===== config.mk =====
export PLATFORM = sky130hd
export DESIGN_NAME = chunked_transfer_decoder
export DESIGN_NICKNAME = d
export VERILOG_FILES = /design/src/rtl/core/ctd_pkg.sv /design/src/rtl/core/ctd_step.sv /design/src/rtl/core/chunked_transfer_decoder.sv
export SDC_FILE = /design/constraint.sdc
export NUM_CORES = 1
export LEC_CHECK = 0
export BUFFER_PORTS_ARGS = -buffer_cell sky130_fd_sc_hd__buf_2
export CAP_MARGIN = 40
export CORE_MARGIN = 3
export CORE_UTILIZATION = 50
export DETAILED_ROUTE_END_ITERATION = 6
export PLACE_DENSITY = 0.77
export SLEW_MARGIN = 20
export SYNTH_ARGS = -nofsm -noshare
export SYNTH_HDL_FRONTEND = slang
export SYNTH_HIERARCHICAL = 1
export SYNTH_SLANG_ARGS = --single-unit

===== constraint.sdc =====
create_clock -name clock -period 3.6 [get_ports clock]
set_clock_uncertainty 0.15 [all_clocks]
set_input_delay 0.9 -clock clock [delete_from_list [all_inputs] [get_ports clock]]
set_output_delay 0.9 -clock clock [all_outputs]
set_load 0.01 [all_outputs]

===== src/rtl/core/ctd_pkg.sv =====
// Shared types, codes and helper functions for the chunked transfer decoder.
package ctd_pkg;

   // Beat received on the request channel.
   typedef struct packed {
      logic [7:0] in_byte;
      logic       restart;
   } req_type;

   // Beat sent on the response channel.
   typedef struct packed {
      logic       payload_valid;
      logic [7:0] payload_byte;
      logic       chunk_last;
      logic [2:0] status;
   } rsp_type;

   typedef enum logic [6:0] {
      PH_DIGITS   = 7'b0000001,
      PH_EXT      = 7'b0000010,
      PH_SIZE_LF  = 7'b0000100,
      PH_DATA     = 7'b0001000,
      PH_TRAIL_CR = 7'b0010000,
      PH_TRAIL_LF = 7'b0100000,
      PH_HALT     = 7'b1000000
   } phase_type;

   // Control state that travels between the top level and the step logic.
   typedef struct packed {
      phase_type phase;
      logic      final_chunk;
   } ctrl_type;

   localparam logic [2:0] ST_BUSY     = 3'd0;
   localparam logic [2:0] ST_DONE     = 3'd1;
   localparam logic [2:0] ST_BAD_END  = 3'd2;
   localparam logic [2:0] ST_OVERFLOW = 3'd3;
   localparam logic [2:0] ST_HALTED   = 3'd4;

   localparam logic [7:0] CH_CR = 8'h0D;
   localparam logic [7:0] CH_LF = 8'h0A;

   // Flag for a byte that is not a hex digit.
   localparam logic [4:0] HEX_NONE = 5'd16;

   // Returns the digit value 0 to 15, or HEX_NONE for a non-hex byte.
   function automatic logic [4:0] hex_value(input logic [7:0] c);
      logic [7:0] t;
      begin
         t = 8'd0;
         hex_value = HEX_NONE;
         case (c) inside
            [8'h30:8'h39]: begin
               t = c - 8'h30;
               hex_value = t[4:0];
            end
            [8'h41:8'h46]: begin
               t = c - 8'h37;
               hex_value = t[4:0];
            end
            [8'h61:8'h66]: begin
               t = c - 8'h57;
               hex_value = t[4:0];
            end
            default: hex_value = HEX_NONE;
         endcase
      end
   endfunction

endpackage


===== src/rtl/core/ctd_step.sv =====
// Next-state and response logic for one byte of the chunked transfer decoder.
module ctd_step #(
   parameter int LEN_BITS = 32
) (
   input  ctd_pkg::req_type        req,
   input  ctd_pkg::ctrl_type       ctrl_cur,
   input  logic [LEN_BITS-1:0]     remaining_cur,
   output ctd_pkg::ctrl_type       ctrl_nxt,
   output logic [LEN_BITS-1:0]     remaining_nxt,
   output ctd_pkg::rsp_type        rsp
);

   ctd_pkg::ctrl_type   ctrl_eff;
   logic [LEN_BITS-1:0] rem_eff;
   logic [LEN_BITS-1:0] rem_dec;
   logic [LEN_BITS-1:0] rem_shift;
   logic [4:0]          digit;
   logic [7:0]          c;

   assign c = req.in_byte;

   // Restart clears all progress before this byte is handled.
   always_comb begin
      if (req.restart) begin
         ctrl_eff.phase       = ctd_pkg::PH_DIGITS;
         ctrl_eff.final_chunk = 1'b0;
         rem_eff              = '0;
      end else begin
         ctrl_eff = ctrl_cur;
         rem_eff  = remaining_cur;
      end
   end

   assign digit     = ctd_pkg::hex_value(c);
   assign rem_dec   = rem_eff - {{(LEN_BITS-1){1'b0}}, 1'b1};
   assign rem_shift = {rem_eff[LEN_BITS-5:0], digit[3:0]};

   always_comb begin
      ctrl_nxt      = ctrl_eff;
      remaining_nxt = rem_eff;
      rsp           = '0;
      rsp.status    = ctd_pkg::ST_BUSY;
      case (ctrl_eff.phase)
         ctd_pkg::PH_DIGITS: begin
            if (c == ctd_pkg::CH_CR) begin
               ctrl_nxt.phase = ctd_pkg::PH_SIZE_LF;
            end else if (digit == ctd_pkg::HEX_NONE) begin
               ctrl_nxt.phase = ctd_pkg::PH_EXT;
            end else if (rem_eff[LEN_BITS-1 -: 4] != 4'd0) begin
               // Another digit would not fit in the length register.
               rsp.status     = ctd_pkg::ST_OVERFLOW;
               ctrl_nxt.phase = ctd_pkg::PH_HALT;
            end else begin
               remaining_nxt = rem_shift;
            end
         end
         ctd_pkg::PH_EXT: begin
            if (c == ctd_pkg::CH_CR) begin
               ctrl_nxt.phase = ctd_pkg::PH_SIZE_LF;
            end
         end
         ctd_pkg::PH_SIZE_LF: begin
            if (c != ctd_pkg::CH_LF) begin
               rsp.status     = ctd_pkg::ST_BAD_END;
               ctrl_nxt.phase = ctd_pkg::PH_HALT;
            end else if (rem_eff == '0) begin
               ctrl_nxt.final_chunk = 1'b1;
               ctrl_nxt.phase       = ctd_pkg::PH_TRAIL_CR;
            end else begin
               ctrl_nxt.phase = ctd_pkg::PH_DATA;
            end
         end
         ctd_pkg::PH_DATA: begin
            rsp.payload_valid = 1'b1;
            rsp.payload_byte  = c;
            remaining_nxt     = rem_dec;
            if (rem_dec == '0) begin
               rsp.chunk_last = 1'b1;
               ctrl_nxt.phase = ctd_pkg::PH_TRAIL_CR;
            end
         end
         ctd_pkg::PH_TRAIL_CR: begin
            if (c != ctd_pkg::CH_CR) begin
               rsp.status     = ctd_pkg::ST_BAD_END;
               ctrl_nxt.phase = ctd_pkg::PH_HALT;
            end else begin
               ctrl_nxt.phase = ctd_pkg::PH_TRAIL_LF;
            end
         end
         ctd_pkg::PH_TRAIL_LF: begin
            if (c != ctd_pkg::CH_LF) begin
               rsp.status     = ctd_pkg::ST_BAD_END;
               ctrl_nxt.phase = ctd_pkg::PH_HALT;
            end else begin
               if (ctrl_eff.final_chunk) begin
                  rsp.status = ctd_pkg::ST_DONE;
               end
               ctrl_nxt.phase       = ctd_pkg::PH_DIGITS;
               ctrl_nxt.final_chunk = 1'b0;
               remaining_nxt        = '0;
            end
         end
         default: begin
            rsp.status     = ctd_pkg::ST_HALTED;
            ctrl_nxt.phase = ctd_pkg::PH_HALT;
         end
      endcase
   end

endmodule


===== src/rtl/core/chunked_transfer_decoder.sv =====
// An accepted beat is held in the input register and moves to the output register on rsp_data once that is free.
// Throughput: one beat per cycle unless rsp_stall holds the output; the phase, length
// and output register update together, so consecutive bytes need no gap.
// A stalled response backs up into the input register and then into req_stall.
// Reset clears both valid flags, the phase to size digits, the length and the
// final-chunk flag.
module chunked_transfer_decoder #(
   parameter int LEN_BITS = 32
) (
   input  logic              clock,
   input  logic              reset,
   input  logic              req_valid,
   output logic              req_stall,
   input  ctd_pkg::req_type  req_data,
   output logic              rsp_valid,
   input  logic              rsp_stall,
   output ctd_pkg::rsp_type  rsp_data
);

   logic                s1_valid_ff, s1_valid_in;
   ctd_pkg::req_type    s1_data_ff;
   logic                rsp_valid_ff, rsp_valid_in;
   ctd_pkg::rsp_type    rsp_data_ff;
   ctd_pkg::ctrl_type   ctrl_ff, ctrl_in;
   logic [LEN_BITS-1:0] remaining_ff, remaining_in;
   ctd_pkg::rsp_type    step_rsp;
   logic                out_free;
   logic                advance;
   logic                accept;

   assign out_free  = !rsp_valid_ff || !rsp_stall;
   assign advance   = s1_valid_ff && out_free;
   assign req_stall = s1_valid_ff && !out_free;
   assign accept    = req_valid && !req_stall;

   assign s1_valid_in  = accept ? 1'b1 : (advance ? 1'b0 : s1_valid_ff);
   assign rsp_valid_in = advance ? 1'b1 : (rsp_stall ? rsp_valid_ff : 1'b0);

   ctd_step #(.LEN_BITS(LEN_BITS)) u_step (
      .req           (s1_data_ff),
      .ctrl_cur      (ctrl_ff),
      .remaining_cur (remaining_ff),
      .ctrl_nxt      (ctrl_in),
      .remaining_nxt (remaining_in),
      .rsp           (step_rsp)
   );

   always_ff @(posedge clock) begin
      if (reset) begin
         s1_valid_ff          <= 1'b0;
         rsp_valid_ff         <= 1'b0;
         ctrl_ff.phase        <= ctd_pkg::PH_DIGITS;
         ctrl_ff.final_chunk  <= 1'b0;
         remaining_ff         <= '0;
      end else begin
         s1_valid_ff  <= s1_valid_in;
         rsp_valid_ff <= rsp_valid_in;
         if (advance) begin
            ctrl_ff      <= ctrl_in;
            remaining_ff <= remaining_in;
         end
      end
   end

   always_ff @(posedge clock) begin
      if (accept) begin
         s1_data_ff <= req_data;
      end
      if (advance) begin
         rsp_data_ff <= step_rsp;
      end
   end

   assign rsp_valid = rsp_valid_ff;
   assign rsp_data  = rsp_data_ff;

   // Payload beats never carry a completion or error status.
   a_payload_busy: assert property (@(posedge clock) disable iff (reset)
      rsp_valid_ff && rsp_data_ff.payload_valid |-> rsp_data_ff.status == ctd_pkg::ST_BUSY)
      else $error("payload beat with non-busy status");

   a_last_is_payload: assert property (@(posedge clock) disable iff (reset)
      rsp_valid_ff && rsp_data_ff.chunk_last |-> rsp_data_ff.payload_valid)
      else $error("chunk_last without payload");

   a_byte_zero: assert property (@(posedge clock) disable iff (reset)
      rsp_valid_ff && !rsp_data_ff.payload_valid |-> rsp_data_ff.payload_byte == 8'd0)
      else $error("payload byte not zero on a framing beat");

   // After a beat leaves the data phase with chunk_last, the phase must be trailer CR.
   a_last_to_trailer: assert property (@(posedge clock) disable iff (reset)
      advance && step_rsp.chunk_last |=> ctrl_ff.phase == ctd_pkg::PH_TRAIL_CR)
      else $error("chunk end did not move to trailer");

   a_stall_needs_data: assert property (@(posedge clock) disable iff (reset)
      req_stall |-> s1_valid_ff && rsp_valid_ff)
      else $error("request stalled with a free pipeline");

endmodule

# After elaboration in Yosys (flattened, before gate mapping)
# Index checks and enable logic that the tools add are counted.
dict set report op_classes {
  muxes 38
  n_addsub 4
  shift 0
  n_mul 0
  reduce_logical 16
  magnitude_cmp 6
  n_eq_ne 11
  n_div 0
  bitwise 0
}
# cell count
set op_table {}
lappend op_table {{$mux W32} 5}
lappend op_table {{$pmux W32 S3} 1}
lappend op_table {{$logic_not A32 Y1} 2}
lappend op_table {{$mux W7} 8}
lappend op_table {{$pmux W7 S6} 1}
lappend op_table {{$sub A32 B1 Y32 const B} 1}
lappend op_table {{$mux W5} 4}
lappend op_table {{$ge A8 B7 Y1 const B} 2}
lappend op_table {{$le A8 B7 Y1 const B} 2}
lappend op_table {{$ne A8 B4 Y1 const B} 2}
lappend op_table {{$pmux W3 S5} 1}
lappend op_table {{$sub A5 B5 Y5 const B} 3}
lappend op_table {{$mux W10} 1}
lappend op_table {{$mux W1} 9}
lappend op_table {{$eq A8 B4 Y1 const B} 1}
lappend op_table {{$ge A8 B6 Y1 const B} 1}
lappend op_table {{$le A8 B6 Y1 const B} 1}
lappend op_table {{$mux W2} 4}
lappend op_table {{$mux W8} 1}
lappend op_table {{$eq A7 B1 Y1 const B} 1}
lappend op_table {{$eq A7 B2 Y1 const B} 1}
lappend op_table {{$eq A7 B3 Y1 const B} 1}
lappend op_table {{$eq A7 B4 Y1 const B} 1}
lappend op_table {{$eq A7 B5 Y1 const B} 1}
lappend op_table {{11 further kinds} 20}
dict set report word_totals {
  mem_bits_rw 0
  input_bits 13
  word_cells 86
  output_inout_bits 15
  register_bits 64
  latch_bits 0
  memories 0
  mem_bits_ro 0
}

# Logic depth before layout (Yosys ltp)
# Gate-level depths: netlist of the first run.
dict set report depth {
  depth_word 9
  depth_mapped 16
}

# Hierarchy
# Netlist of the first run, hierarchy kept.
# module area_each_um2 seq_area_each_um2 cells_per_inst n_inst
set modules_own_cells {}
lappend modules_own_cells {chunked_transfer_decoder 2565.0 1501.4 206 1}
lappend modules_own_cells {ctd_step 2513.7 0.0 421 1}

# Least setup slack after synthesis of the first run
# No wires, ideal clock.
dict set report synth_timing {
  kind {reg-to-reg}
  start {register s1_data_ff[0] in the netlist's numbering}
  end {register ctrl_ff[4] in the netlist's numbering}
  t_arrival_ps 3696
  setup_slack_ps -364
  stages_incl_launch_ff 17
  setup_time_ps 118
  required_time_ps 3332
  n_path_buf 4
  path_cell_list {edfxtp_1 > clkbuf_1 > clkbuf_1 > clkbuf_1 > nor2b_1 > inv_1 > ha_1 > or4b_1 > clkbuf_1 > nor4b_2 > a211oi_1 > or4b_1 > nor4_4 > nand4_2 > o2bb2ai_1 > nand2b_1 > mux2i_1}
}
# element line_no
set synth_rtl {}
lappend synth_rtl {{from (decl)} chunked_transfer_decoder.sv:21} ;# ctd_pkg::req_type s1_data_ff;
lappend synth_rtl {{from (signal assigned)} chunked_transfer_decoder.sv:67} ;# s1_data_ff <= req_data;
lappend synth_rtl {{to (signal assigned)} chunked_transfer_decoder.sv:59} ;# ctrl_ff <= ctrl_in;
lappend synth_rtl {{to (decl)} chunked_transfer_decoder.sv:24} ;# ctd_pkg::ctrl_type ctrl_ff, ctrl_in;

==> summary.md, run 1 <==
| Metric | Value |
|---|---|
| Startpoint types | `flip-flop` |
| Critical path's most frequent cell | `or4b_4` |
| GP Congestion | `0.959` |
| Crit-path slowest cell | `or4b_4` |
| Max Fanout on Critical Path | `9` |
| Largest net degree at the start of global routing | `54` |
| Seq. cell area | `1500 µm²` |
| Status | `finished, final reports clean` |
| Placed Cells | `748` |
| Hold depth | `2` |
| Drt total wl | `approximately 14000 µm` |
| Syn Area/Cell | `roughly 8 µm²` |
| Drt via density | `6.44` |
| Antenna cells | `0` |
| Power per cell area | `307 nW/µm²` |
| Post-synthesis cell area | `slightly above 5000 µm²` |
| Fin area | `5470 µm²` |
| Fin util | `0.557` |
| First-pass GRT wire length | `23700 µm` |
| Root buf cell | `clkbuf_8` |
| Worst path buffer plus inverter count | `1` |
| Nets@finish | `645` |
| Post-synthesis sequential area ratio | `0.296` |
| Max Root-Sink Buffers | `2` |
| Area Overhead vs Synth | `7.76%` |
| Worst rel slew slack | `0.458` |
| Yosys cell types | `75` |
| WP data required | `approximately 3.7 ns` |
| F_max | `297 MHz` |
| Die Y | `around 110 µm` |
| Setup crit end kind | `flip-flop` |
| Family with the most delay on the worst path | `simple AND/OR/NAND/NOR gates` |
| Core Rows | `36` |
| Fin Hold WS | `0.359 ns` |
| Most common cell after layout, fill and taps aside | `nand2b_1` |
| Initial antenna violation count | `0` |
| Yosys warning total | `6` |
| Yosys reg bits | `64` |
| Total die area | `11400 µm²` |
| CTS H-tree depth | `3` |
| Worst r2r path cells | `12` |
| First drt pass iteration count | `5` |
| VDD IR max | `0.000232 V` |
| Input/output buffers | `27` |
| DP HPWL | `9370 µm` |
| Final hold violation count | `0` |
| Post-CTS setup buffer count | `0` |
| Setup TNS | `0 ns` |
| Vias in the first global route | `about 4800` |
| RSZ-0062 raised after global routing | `no` |
| Fin. max-slew vios | `0` |
| Core ar. | `9820 µm²` |
| Top FF cell, synth | `dfxtp_1` |
| Cts hold-fix bufs | `0` |
| DRT iter0 DRCs | `480` |
| Total Routing Usage GR | `0.255` |
| Share of post-route cells with drive strength above 1 | `0.125` |
| Crit path depth | `12` |
| Post-DP Area | `5250 µm²` |
| Mapped Cells | `627` |
| EDFF count, synth | `22` |
| Post-route ant nets | `0` |
| DRC | `0` |
| Worst skew pair latency | `0.37 ns` |
| Hold Crit Class | `reg2reg` |
| # setup viols final | `0` |
| Die W | `107 µm` |
| Crit-path cells | `nor2b_1 > inv_1 > ha_2 > or4b_4 > nor4b_2 > a211oi_1 > or4b_4 > nor4_4 > nand4_2 > o21ai_2 > nand2b_1 > mux2i_1` |
| Multi-input gate area | `3230 µm²` |
| DR vias | `4922` |
| Min Tclk post-route | `3.37 ns` |
| CP arrival | `3.51 ns` |
| Worst slew pin tran | `0.792 ns` |
| CP Class | `reg2reg` |
| PostCTS Resize Cnt | `0` |
| Clk sinks | `64` |
| Total power | `1.68 mW` |
| Reg clk slew, reported paths | `0.07 ns` |
| Leak | `2.07 nW` |
| Placement Setup Slack | `0.205 ns` |
| IO Count | `28` |
| Critical Path Max Stage Delay | `roughly 0.55 ns` |
| WL per Instance | `around 18 µm` |
| Setup slack after layout | `0.231 ns` |
| Commonest non-fill, non-tap cells in the layout | `nand2b_1, nor2_1, mux2i_1, dfxtp_1, o21ai_0` |
| Global route overflow | `0` |
| Number of fill cells | `933` |
| Syn Nets | `646` |
| Finished Layout Cells | `764` |
| CTS tree | `done` |
| Initial Util | `0.517` |
| Final worst path period share | `0.936` |
| CTS Buf Count | `9` |
| Max Cap Viol | `0` |
| Ys async rst share | `0` |
## flip-flops by register name (all words and copies together), names as in the netlist
name and count:
remaining_ff 32, rsp_data 13, s1_data_ff 9, ctrl_ff 8
rsp_valid 1, s1_valid_ff 1
## worst paths after layout
| path | to | start | slack (ns) |
|---|---|---|---|
| min | ctrl_ff[0] | ctrl_ff[0] | 0.36 |
| max | ctrl_ff[5] | remaining_ff[1] | 0.23 |
| max reg2reg | ctrl_ff[5] | remaining_ff[1] | 0.23 |
| min reg2reg | ctrl_ff[0] | ctrl_ff[0] | 0.36 |
## synthesized netlist by cell type, types with 7 or more instances
| cell | count | area share |
|---|---|---|
| a21oi_1 | 34 | 0.034 |
| o22ai_1 | 10 | 0.012 |
| a22oi_1 | 12 | 0.018 |
| xor2_1 | 7 | 0.012 |
| and2_1 | 7 | 0.0086 |
| nand2_1 | 34 | 0.025 |
| nor4_1 | 16 | 0.020 |
| nand3_1 | 8 | 0.0079 |
| nor3_1 | 17 | 0.017 |
| dfxtp_1 | 42 | 0.17 |
| clkbuf_1 | 41 | 0.030 |
| o21ai_0 | 37 | 0.036 |
| mux2i_1 | 42 | 0.083 |
| inv_1 | 16 | 0.012 |
| edfxtp_1 | 22 | 0.13 |
| nor2b_1 | 7 | 0.0086 |
| nand2b_1 | 78 | 0.096 |
| nand4_1 | 9 | 0.011 |
| nor2_1 | 59 | 0.044 |
## cell type report
| class | count | area share |
|---|---|---|
| Multi-Input combinational cell | 491 | 0.590 |
| Sequential cell | 64 | 0.274 |
| Timing Repair Buffer | 44 | 0.0540 |
| Tap cell | 133 | 0.0304 |
| Clock buffer | 9 | 0.0226 |
| Clock inverter | 7 | 0.0176 |
| Inverter | 16 | 0.0110 |
## power breakdown
group / internal [mW] / switching (mW) / total (mW)
Combinational: 0.0784 / 0.127 / 0.206
Sequential: 0.763 / 0.0144 / 0.778
Clock: 0.390 / 0.309 / 0.699
Total: 1.23 / 0.450 / 1.68
## routing by layer
layer | up-vias | global-route usage | part of all wire | wire length, µm
met2 | 234 | 0.396 | 0.46 | 6360
met4 | 0 | 0.0877 | 0.016 | 227
met5 | - | 0 | 0 | 0
met1 | 2351 | 0.347 | 0.45 | 6180
li1 | 2311 | - | - | -
met3 | 26 | 0.0632 | 0.079 | 1100
## logic make-up (layout without fill, tap and decap cells)
kind of cell | Yosys count | in the layout | synth area share
buf+inv | 72 | 76 | 0.0719
compound gates | 158 | 158 | 0.211
mux | 42 | 42 | 0.0828
fa+ha+maj | 6 | 6 | 0.0148
xor+xnor | 11 | 11 | 0.0190
simple gates | 274 | 274 | 0.305
flops | 64 | 64 | 0.296
## worst min-delay path: cells and delay by family (launching register included)
kind / cells / cell delay, ns
simple gates: 1 / 0.07
flops: 1 / 0.34
mux: 1 / 0.05
Power figures use the tool's default switching activity.
==> inputs of run 2 (changes only) <==
- BUFFER_PORTS_ARGS: -buffer_cell sky130_fd_sc_hd__buf_2 -> -buffer_cell sky130_fd_sc_hd__clkbuf_2
==> run 2 against run 1 <==
Compared with the run above: global-route usage down 1.2 points; die area stayed put; flip-flop and latch count did not move; sequential share of layout area is 0.25 points lower; fmax is 0.14% lower; critical path depth down 1; sequential power about the same; cell count is 0.39% higher; largest cell class unchanged; largest power group unchanged.
==> summary.md, run 2 (synthesized netlist as in run 1, its figures left out) <==
| Metric | Value |
|---|---|
| Setup TNS | `0 ns` |
| Met3 Usage GRT | `0.0560` |
| Root buf cell | `clkbuf_8` |
| DRC | `0` |
| Worst slew pin tran | `0.708 ns` |
| First-pass GRT wire length | `22700 µm` |
| Global route overflow | `0` |
| Total Routing Usage GR | `0.243` |
| Placed Cells | `751` |
| Max Root-Sink Buffers | `2` |
| Largest Register | `remaining_ff` |
| Core Rows | `36` |
| Min Tclk post-route | `3.37 ns` |
| Total die area | `between 10000 and 15000 µm²` |
| GP Congestion | `0.910` |
| WP data required | `between 3 and 4 ns` |
| Largest net degree at the start of global routing | `54` |
| Clk sinks | `64` |
| CTS H-tree depth | `3` |
| DRT iter0 DRCs | `515` |
| Crit path depth | `11` |
| Post-CTS setup buffer count | `0` |
| F_max | `between 200 and 300 MHz` |
| Drt via density | `6.35` |
| DP HPWL | `9070 µm` |
| Reg clk slew, reported paths | `0.07 ns` |
| Input/output buffers | `27` |
| VDD IR max | `0.000165 V` |
| Crit-path slowest cell | `a21o_1` |
| CP arrival | `3.46 ns` |
| Fin area | `5520 µm²` |
| RSZ-0062 raised after global routing | `no` |
| Drt total wl | `13300 µm` |
| Antenna cells | `0` |
| Core ar. | `between 9000 and 10000 µm²` |
| First drt pass iteration count | `5` |
| Critical Path Max Stage Delay | `0.51 ns` |
| Leak | `~2.1 nW` |
| Post-route ant nets | `0` |
| Status | `finished, final reports clean` |
| Worst r2r path cells | `11` |
| Crit-path cells | `inv_1 > ha_1 > o21bai_1 > a2111o_1 > a211o_1 > a21o_1 > a21oi_1 > nor2_1 > a221o_1 > nand2b_1 > mux2i_1` |
| Fin. max-slew vios | `0` |
| Final worst path period share | `0.937` |
| WL per Instance | `17.3 µm` |
| Initial antenna violation count | `0` |
| Startpoint types | `flip-flop` |
| Hold depth | `2` |
| M1 GR Usage | `0.327` |
| Share of post-route cells with drive strength above 1 | `0.129` |
| Number of fill cells | `922` |
| Fin Hold WS | `0.353 ns` |
| Met2 usage | `0.371` |
| Largest register FFs | `32` |
| Vias in the first global route | `about 4600` |
| Nets@finish | `648` |
| Worst rel slew slack | `0.516` |
| Most common cell after layout, fill and taps aside | `nand2b_1` |
| # setup viols final | `0` |
| Setup crit end kind | `flip-flop` |
| DR vias | `about 4900` |
| Cts hold-fix bufs | `0` |
| Initial Util | `0.517` |
| Family with the most delay on the worst path | `compound AO/OA/AOI/OAI gates` |
| Worst path buffer plus inverter count | `1` |
| Max Fanout on Critical Path | `17` |
| Die Y | `107 µm` |
| Area Overhead vs Synth | `8.77%` |
| Post-DP Area | `5270 µm²` |
| Worst skew pair latency | `0.37 ns` |
| Hold Crit Class | `reg2reg` |
| Die W | `~110 µm` |
| Final hold violation count | `0` |
| Commonest non-fill, non-tap cells in the layout | `nand2b_1, nor2_1, mux2i_1, dfxtp_1, o21ai_0` |
| CTS Buf Count | `9` |
| Busiest layer in global routing | `met2` |
| CP Class | `reg2reg` |
| CTS tree | `done` |
| Power per cell area | `317 nW/µm²` |
| Finished Layout Cells | `767` |
| IO Count | `28` |
| Max Cap Viol | `0` |
-- run 2: changes by cell type in the layout (fill, tap and decap cells not counted), sizes merged --
cell and delta:
buf -24, clkinv -3, clkbuf +27, bufinv +1, clkinvlp +1, inv +1
-- run 2: routing by layer --
layer / part of all wire / vias up
li1: - / 2318
met1: 0.45 / 2303
met2: 0.45 / 209
met3: 0.072 / 37
met4: 0.027 / 0
met5: 0 / -
-- run 2: worst paths after layout --
check | from | end | slack (ns)
setup / recovery | s1_data_ff[2] | remaining_ff[18] | 0.23
hold / removal | ctrl_ff[0] | ctrl_ff[0] | 0.35
setup reg to reg | s1_data_ff[2] | remaining_ff[18] | 0.23
hold reg to reg | ctrl_ff[0] | ctrl_ff[0] | 0.35
-- run 2: worst register-to-register path, cell delays in order (launching register included) --
cell      delay (ns)
edfxtp_1        0.46
inv_1           0.14
ha_1            0.22
o21bai_1        0.10
a2111o_1        0.47
a211o_1         0.49
a21o_1          0.52
a21oi_1         0.24
nor2_1          0.08
a221o_1         0.26
nand2b_1        0.07
mux2i_1         0.06
-- run 2: per-stage QoR --
stage	setup slack [ns]	util	total power [mW]
after floorplan	0.0166	-	0.946
after global placement	0.304	0.534	0.987
after detailed placement	0.249	0.537	0.993
after CTS	0.211	0.562	1.76
after global routing	0.0170	0.563	1.82
final	0.227	0.563	1.75
-- run 2: power by group --
part	switching, mW	internal (mW)
Combinational	0.126	0.0791
Clock	0.308	0.461
Sequential	0.0138	0.763
Total	0.447	1.30
-- run 2: what timing repair did --
item                       in CTS  in global routing
resized for setup               0                  2
setup endpoints to repair       0                  2
hold endpoints to repair        0                  0
-- run 2: final cells by class --
type	instances	area [µm²]	area share
clock buffer	9	124	0.0224
clock inverter	7	119	0.0215
inverter	16	60.1	0.0109
multi-input combinational	491	3240	0.586
sequential	64	1500	0.272
tap	133	166	0.0301
timing repair buffer	47	318	0.0575
==> inputs of run 3 (changes only) <==
- PLACE_DENSITY: 0.77 -> 0.67
- clock period: 3.6 -> 3.92 ns (I/O delays scaled with it)
==> run 3 against run 2 <==
Compared with the run above: design area is 0.84% lower; power decreased by 8.5%; sequential power is 8.0% lower; core utilization shrank 0.47 points; sequential share of layout area increased by 0.23 points; fmax is 1.7% lower; die area stayed put; largest power group unchanged.
==> summary.md, run 3 (synthesized netlist as in run 1, its figures left out) <==
| Metric | Value |
|---|---|
| First drt pass iteration count | `5` |
| Power per cell area | `roughly 300 nW/µm²` |
| Setup TNS | `0 ns` |
| Max Cap Viol | `0` |
| Worst slew pin tran | `0.832 ns` |
| Input/output buffers | `27` |
| Drt total wl | `13600 µm` |
| Total die area | `approximately 11000 µm²` |
| Global route overflow | `0` |
| Max Fanout on Critical Path | `9` |
| Largest Register | `remaining_ff` |
| Root buf cell | `clkbuf_8` |
| CP Class | `reg2reg` |
| Post-route ant nets | `0` |
| Critical path's most frequent cell | `or4b_1` |
| CP startpoint | `remaining_ff[1]` |
| WL per Instance | `17.9 µm` |
| Commonest non-fill, non-tap cells in the layout | `nand2b_1, nor2_1, mux2i_1, dfxtp_1, o21ai_0` |
| Die Y | `about 110 µm` |
| # setup viols final | `0` |
| Worst reg2reg setup slack | `0.49 ns` |
| CP arrival | `3.52 ns` |
| Initial antenna violation count | `0` |
| Final hold violation count | `0` |
| Clock group share of total power | `0.437` |
| Multi-input gate area | `around 3200 µm²` |
| Final worst path period share | `0.876` |
| Cts hold-fix bufs | `0` |
| CTS tree | `done` |
| DP HPWL | `9450 µm` |
| Share of post-route cells with drive strength above 1 | `0.117` |
| F_max | `291 MHz` |
| Reg clk slew, reported paths | `0.08 ns` |
| Fin. max-slew vios | `0` |
| Net Switching | `405 µW` |
| Max Root-Sink Buffers | `2` |
| Fin util | `0.558` |
| GP Congestion | `~0.98` |
| Clk sinks | `64` |
| Vias in the first global route | `~4500` |
| Antenna cells | `0` |
| Crit-path cells | `nor2b_1 > inv_1 > ha_1 > or4b_1 > nor4b_2 > a211oi_1 > or4b_1 > nor4_4 > nand4_2 > o2bb2ai_1 > nand2b_1 > mux2i_1` |
| Crit-path slowest cell | `or4b_1` |
| Largest register FFs | `32` |
| Reg-to-reg endpoint | `ctrl_ff[4]` |
| Post-CTS setup buffer count | `0` |
| DRC | `0` |
| Status | `finished, final reports clean` |
| Total power | `1.60 mW` |
| Die W | `107 µm` |
| Worst r2r path cells | `12` |
| Startpoint types | `flip-flop` |
| First-pass GRT wire length | `22600 µm` |
| CTS H-tree depth | `3` |
| Setup crit end kind | `flip-flop` |
| Worst setup endpoint | `ctrl_ff[4]` |
| Logic pwr share | `0.117` |
| Total Routing Usage GR | `0.244` |
| VDD IR max | `0.000217 V` |
| Worst rel slew slack | `0.431` |
| Most common cell after layout, fill and taps aside | `nand2b_1` |
| Drt via density | `6.39` |
| CTS Buf Count | `9` |
| Worst skew pair latency | `0.36 ns` |
| Seq. cell area | `1500 µm²` |
| Core ar. | `9820 µm²` |
| Hold Crit Class | `reg2reg` |
| RSZ-0062 raised after global routing | `no` |
| DR vias | `4878` |
| Core Rows | `36` |
| Internal | `1.20 mW` |
| Largest net degree at the start of global routing | `54` |
| Number of fill cells | `between 900 and 1000` |
| Reg power frac | `0.447` |
| PostCTS Resize Cnt | `0` |
| Leak | `2.07 nW` |
| Worst r2r src | `remaining_ff[1]` |
| Area Overhead vs Synth | `7.86%` |
| IO Count | `28` |
| Critical Path Max Stage Delay | `a little over 0.6 ns` |
| Initial Util | `0.517` |
| Sw frac | `0.253` |
| Nets@finish | `644` |
| Min Tclk post-route | `3.43 ns` |
| WP data required | `4.01 ns` |
| DRT iter0 DRCs | `378` |
run 3: per-layer routing:
metal | track usage | share of wire
met5 | 0 | 0
met4 | 0.0886 | 0.019
met3 | 0.0566 | 0.081
met2 | 0.386 | 0.46
met1 | 0.327 | 0.44
run 3: critical path: cells and delay by family (launching register included):
kind,cells,cell delay [ns]
and+or+nand+nor,7,2.24
DFF,1,0.39
muxes,1,0.06
buffers and inverters,1,0.08
AOI/OAI and AO/OA,2,0.23
adders and majority gates,1,0.17
run 3: worst min-delay path by stage:
stage                                from  slack, ns  cells after the start               to
after detailed placement       ctrl_ff[0]       0.34                      2       ctrl_ff[0]
after CTS                      ctrl_ff[0]       0.35                      2       ctrl_ff[0]
after global routing           ctrl_ff[6]       0.40                      2       ctrl_ff[6]
after global placement         ctrl_ff[0]       0.33                      2       ctrl_ff[0]
final                          ctrl_ff[0]       0.35                      2       ctrl_ff[0]
after floorplan           remaining_ff[2]       0.30                      2  remaining_ff[2]
run 3: metrics by stage:
stage	setup slack (ns)	area, µm²	std cells	hold slack, ns
CTS	0.473	5450	761	0.351
finish	0.487	5480	763	0.346
detailed placement	0.488	5210	745	0.338
global placement	0.619	5180	744	0.327
floorplan	0.0555	5080	627	0.295
global route	0.344	5480	763	0.395
run 3: power groups by stage:
stage	Combinational, mW	Clock, mW	Sequential, mW
after floorplan	0.139	0	0.729
after global placement	0.176	0	0.730
after detailed placement	0.182	0	0.731
after CTS	0.182	0.715	0.715
after global routing	0.203	0.747	0.718
final	0.187	0.700	0.715
run 3: cell type report:
class / instances / share of cell area
timing repair buffer: 43 / 0.0525
multi-input combinational: 491 / 0.588
tap: 133 / 0.0304
sequential: 64 / 0.274
inverter: 16 / 0.0110
clock buffer: 9 / 0.0226
clock inverter: 7 / 0.0217
